===== src/rtl/hdmm_pkg.sv =====
// ----------------------------------------------------------------------------
// H-drive motor mixer package
// Item types, mode codes and pipeline constants shared by the mixer files.
// ----------------------------------------------------------------------------
package hdmm_pkg;

   localparam logic [3:0] MODE_FORWARD  = 4'd0;
   localparam logic [3:0] MODE_ROTATE   = 4'd1;
   localparam logic [3:0] MODE_VEC_VEL  = 4'd2;
   localparam logic [3:0] MODE_VEC_VOLT = 4'd3;
   localparam logic [3:0] MODE_TANK     = 4'd4;
   localparam logic [3:0] MODE_ARCADE   = 4'd5;
   localparam logic [3:0] MODE_HARCADE  = 4'd6;
   localparam logic [3:0] MODE_STOP     = 4'd7;
   localparam logic [3:0] MODE_LEFT     = 4'd8;
   localparam logic [3:0] MODE_RIGHT    = 4'd9;
   localparam logic [3:0] MODE_MIDDLE   = 4'd10;

   localparam logic [1:0] REG_MAX_VELOCITY = 2'd0;
   localparam logic [1:0] REG_MAX_VOLTAGE  = 2'd1;
   localparam logic [1:0] REG_DEADBAND     = 2'd2;

   localparam logic signed [15:0] ONE_Q14    = 16'sd16384;
   localparam logic [13:0]        VOLT_LIMIT = 14'd12000;

   localparam int MOTORS       = 3;
   localparam int DIV_STEPS    = 16;
   localparam int DIV_LAT      = DIV_STEPS + 1;
   localparam int RSP_LATENCY  = DIV_LAT + 3;

   typedef struct packed {
      logic [3:0]         req_type;
      logic signed [15:0] primary_cmd;
      logic signed [15:0] secondary_cmd;
      logic signed [15:0] strafe_cmd;
   } hdmm_req_type;

   typedef struct packed {
      logic signed [15:0] left_value;
      logic               left_is_voltage;
      logic               left_valid;
      logic signed [15:0] right_value;
      logic               right_is_voltage;
      logic               right_valid;
      logic signed [15:0] middle_value;
      logic               middle_is_voltage;
      logic               middle_valid;
   } hdmm_rsp_type;

   typedef struct packed {
      logic [14:0] max_velocity;
      logic [13:0] max_voltage;
      logic [14:0] deadband;
   } hdmm_cfg_type;

   typedef struct packed {
      logic        neg;
      logic [15:0] mag;
      logic [14:0] full;
   } hdmm_lane_type;

   typedef struct packed {
      logic [MOTORS-1:0] volt;
      logic [MOTORS-1:0] motor_valid;
   } hdmm_meta_type;

endpackage


===== src/rtl/hdmm_div.sv =====
// ----------------------------------------------------------------------------
// H-drive motor mixer scaling lane
// Multiplies magnitude by full scale, then a restoring divide, one bit a stage.
// ----------------------------------------------------------------------------
module hdmm_div (
   input  logic                    clock,
   input  hdmm_pkg::hdmm_lane_type in_lane,
   input  logic [15:0]             in_div,
   output logic [15:0]             out_quo,
   output logic                    out_neg
);
   import hdmm_pkg::*;

   logic [30:0]          rem_ff [0:DIV_STEPS-1];
   logic [15:0]          quo_ff [0:DIV_STEPS];
   logic [15:0]          div_ff [0:DIV_STEPS-1];
   logic                 neg_ff [0:DIV_STEPS];

   always_ff @(posedge clock) begin
      rem_ff[0] <= 31'(in_lane.mag * in_lane.full);
      quo_ff[0] <= '0;
      div_ff[0] <= in_div;
      neg_ff[0] <= in_lane.neg;
   end

   for (genvar i = 0; i < DIV_STEPS; i++) begin : g_step
      logic [31:0] trial;
      logic        take;
      assign trial = 32'(div_ff[i]) << (DIV_STEPS - 1 - i);
      assign take  = {1'b0, rem_ff[i]} >= trial;
      always_ff @(posedge clock) begin
         quo_ff[i+1] <= {quo_ff[i][14:0], take};
         neg_ff[i+1] <= neg_ff[i];
      end
      // The last step only needs its quotient bit.
      if (i < DIV_STEPS - 1) begin : g_carry
         always_ff @(posedge clock) begin
            rem_ff[i+1] <= take ? 31'({1'b0, rem_ff[i]} - trial) : rem_ff[i];
            div_ff[i+1] <= div_ff[i];
         end
      end
   end

   assign out_quo = quo_ff[DIV_STEPS];
   assign out_neg = neg_ff[DIV_STEPS];

endmodule


===== config.mk =====
export PLATFORM = sky130hd
export DESIGN_NAME = hdmm_div
export DESIGN_NICKNAME = d
export VERILOG_FILES = /design/src/rtl/hdmm_pkg.sv /design/src/rtl/hdmm_div.sv
export SDC_FILE = /design/constraint.sdc
export NUM_CORES = 2
export LEC_CHECK = 0
export BUFFER_PORTS_ARGS = -buffer_cell sky130_fd_sc_hd__buf_2
export CORE_MARGIN = 5
export CORE_UTILIZATION = 50
export CTS_CLUSTER_DIAMETER = 40
export CTS_CLUSTER_SIZE = 12
export DETAILED_ROUTE_END_ITERATION = 16
export GPL_ROUTABILITY_DRIVEN = 0
export PLACE_DENSITY = 0.63
export SLEW_MARGIN = 20
export SYNTH_ARGS = -nofsm -noshare
export SYNTH_HDL_FRONTEND = slang
export SYNTH_SLANG_ARGS = --single-unit

===== constraint.sdc =====
create_clock -name clock -period 6.3 [get_ports clock]
set_input_delay 0 -clock clock [delete_from_list [all_inputs] [get_ports clock]]
set_output_delay 0 -clock clock [all_outputs]
set_load 0.02 [all_outputs]

==> flow_metrics.env <==
export IMPL_slew_violations=0
export IMPL_clock_sinks=905
export IMPL_via_per_inst=5.16
export IMPL_grt_use_met2=0.351
export IMPL_first_global_vias=30100
export IMPL_power_density_nw_per_um2=593
export IMPL_grt_pass1_wl_um=152000
export IMPL_fmax_ghz=0.170
export IMPL_grt_max_degree=34
export IMPL_crit_type="in2reg"
export IMPL_die_h_um=303
export IMPL_tritoncts="built"
export IMPL_r2r_slack_ns=2.36
export IMPL_yosys_warnings=0
export IMPL_grt_util_met1=0.263
export IMPL_setup_viol=0
export IMPL_syn_inst=4415
export IMPL_antenna_left=0
export IMPL_fp_dieW_um=303
export IMPL_hp_start="in_lane[16]"
export IMPL_grt_usage=0.203
export IMPL_initial_core_util=0.505
export IMPL_synth_nets=5010
export IMPL_r2r_cells=12
export IMPL_drt_initial_drc_count=1700
export IMPL_ioPinCount=66
export IMPL_p_leak_nw=22.7
export IMPL_rsz0062_at_grt="no"
export IMPL_clock_latency_ns=0.69
export IMPL_cp_max_fo=13
export IMPL_layout_drive_gt1_share=0.0797
export IMPL_drv_cap=0
export IMPL_dp_hpwl_um=71300
export IMPL_whs_path_depth=4
export IMPL_slew_limit_headroom=0.373
export IMPL_clk_transition_reported_paths_ns=0.06
export IMPL_rows=107
export IMPL_die_area_um2=92100
export IMPL_cts_buffers=118
export IMPL_worstSetupEndpoint="rem_ff[0][27]"
export IMPL_syn2layout_area_growth_pct=13.8
export IMPL_r2r_end="rem_ff[3][28]"
export IMPL_ys_types=86
export IMPL_worstPathArrival_ns=6.49
export IMPL_ys_ff_latch=905
export IMPL_status="finished, final reports clean"
export IMPL_clkPwrFrac=0.227
export IMPL_place_area_um2=44600
export IMPL_nets=5167
export IMPL_synth_largest_area_cell="dfxtp_1"
export IMPL_core_area_um2=85300
export IMPL_ys_flop_type="dfxtp_1"
export IMPL_postLayoutCellArea_um2=49000
export IMPL_p_int_mw=17.9
export IMPL_combPwrFrac=0.461
export IMPL_use_met3=0.0314
export IMPL_startpoint="in_lane[1]"
export IMPL_clock_skew_ns=0.0205
export IMPL_hold_class="in2reg"
export IMPL_overflow=0
export IMPL_avgSynthCellArea_um2=9.75
export IMPL_finalSetupTns_ns=0
export IMPL_power_mw=29.0
export IMPL_vias=29900
export IMPL_fin_ws_ns=0.417
export IMPL_timing_rr_start="div_ff[1][17]"
export IMPL_port_buffers=65
export IMPL_power_switching_mw=11.1
export IMPL_worst_endpoint_required_ns=6.91
export IMPL_h_tree_depth=3
export IMPL_ir_worst_vdd_mv=0.576
export IMPL_seqPwrFrac=0.312
export IMPL_pre_cts_ws_ns=0.142
export IMPL_synth_edf_count=0
export IMPL_cts_root_buf="clkbuf_16"
export IMPL_worstMarginPinSlew_ns=0.917
export IMPL_fin_crit_sh=0.934
export IMPL_swShare=0.383
export IMPL_yosysSeqAreaShare=0.421
export IMPL_grt_antenna_before_repair=1
export IMPL_clockBufferDepth=3
export IMPL_postCtsSetupBuffers=0
export IMPL_async_reset_ff_frac=0
export IMPL_end_kind="flip-flop"
export IMPL_synth_top_area_frac=0.421
export IMPL_period_needed_ns=5.88
export IMPL_synth_area_leaders="dfxtp_1 (42%), ha_1 (10%), fa_1 (9.1%), inv_1 (4.8%), xnor2_1 (3.5%)"
export IMPL_drt_wirelength_per_cell_um=15.8
export IMPL_worstSetupStartpointType="input pin"
export IMPL_first_pass_iters=5
export IMPL_busiest_layer="met2"
export IMPL_wl_um=91900
export IMPL_final_hold_viol_count=0
export IMPL_syn_area_um2=43000
export IMPL_drc=0
==> cell type report <==
class	instances	area, um2
fill	7543	36300
clock inverter	68	806
clock buffer	137	3160
sequential	905	18100
tap	1144	1430
multi-input combinational	2870	22500
antenna	1	2.50
timing repair buffer	126	878
inverter	551	2070
==> per-layer routing <==
| metal | share of wire | vias up |
|---|---|---|
| met4 | 0.030 | 0 |
| met3 | 0.041 | 173 |
| li1 | - | 15100 |
| met1 | 0.45 | 14100 |
| met2 | 0.48 | 539 |
| met5 | 0 | - |
==> what timing repair did <==
| action | 4_1_cts | 5_1_grt |
|---|---|---|
| hold buffers | 38 | 0 |
| hold endpoints to repair | 19 | 0 |
| resized for setup | 0 | 0 |
==> layout by cell type, fill, tap and decap left out, types with 24 or more instances in the layout <==
cell           instances
inv_1                550
buf_2                 65
xnor2_1              173
a21oi_1              244
clkbuf_16            120
dlygate4sd3_1         38
nand2_1              315
o21ai_0              185
and2_1               151
o31ai_1               24
o21bai_1              28
nand3_1               68
o21a_1                39
fa_1                 195
mux2_2                52
ha_1                 351
a21o_1               109
nand2b_1              53
xor2_1               133
dfxtp_1              905
nor3_1                70
nand4_1               40
nor2_1               258
nor2b_1               45
nor4_1                53
==> cells in the mapped netlist (21+ instances only) <==
master / count
a21oi_1: 245
a31oi_1: 21
a21o_1: 110
xnor2_1: 173
nand2b_1: 53
nor2b_1: 45
nor3_1: 70
ha_1: 351
nor4_1: 53
xor2_1: 133
dfxtp_1: 905
o21a_1: 39
clkbuf_1: 67
inv_1: 550
o31ai_1: 24
nand2_1: 315
mux2_2: 52
o21bai_1: 28
fa_1: 195
nor2_1: 258
and2_1: 151
nand3_1: 68
nand4_1: 40
o21ai_0: 185
==> state kept, by name (all words and copies together), names as in the netlist <==
register and flops:
rem_ff 496, neg_ff 17, div_ff 256, quo_ff 136
==> worst min-delay path by stage <==
stage | to | slack [ns]
floorplan | div_ff[0][0] | 0.03
global placement | div_ff[0][14] | 0.10
finish | rem_ff[0][2] | 0.14
CTS | rem_ff[0][2] | 0.1
global route | rem_ff[0][2] | 0.16
detailed placement | div_ff[0][2] | 0.10
==> logic make-up after synthesis <==
group | Yosys count | synth area share
DFF | 905 | 0.421
muxes | 65 | 0.0166
AOI/OAI and AO/OA | 789 | 0.115
adders and majority gates | 546 | 0.193
xor gates and xnor gates | 307 | 0.0626
and+or+nand+nor | 1163 | 0.135
buffers and inverters | 640 | 0.0566
==> critical path: stages <==
cell	delay [ns]
dlygate4sd3_1	0.53
buf_2	0.14
buf_4	0.18
and2_1	0.18
fa_1	0.50
inv_1	0.05
fa_1	0.48
inv_1	0.05
fa_1	0.52
fa_1	0.44
fa_1	0.55
inv_1	0.05
fa_1	0.52
inv_1	0.04
ha_1	0.39
a21o_1	0.20
a21oi_1	0.18
nand2_1	0.08
a41o_1	0.22
a31oi_1	0.26
o21ai_0	0.23
nand2_1	0.12
a21oi_1	0.10
a221oi_1	0.33
xnor2_1	0.15
==> through the flow <==
stage / std cells / utilization / hold slack, ns
finish: 5802 / 0.574 / 0.145
global route: 5802 / 0.574 / 0.161
CTS: 5801 / 0.574 / 0.0963
detailed placement: 5558 / 0.523 / 0.104
global placement: 5558 / 0.523 / 0.103
floorplan: 4415 / - / 0.0277
==> power by group through the flow <==
stage          Combinational, mW  Sequential, mW  Clock (mW)
4_1_cts                     13.5            9.09        6.76
6_report                    13.4            9.06        6.58
3_3_place_gp                13.2            9.19           0
5_1_grt                     15.4            9.28        7.04
3_5_place_dp                13.4            9.20           0
2_1_floorplan               10.7            8.66           0
(Power assumes the default switching activity.)
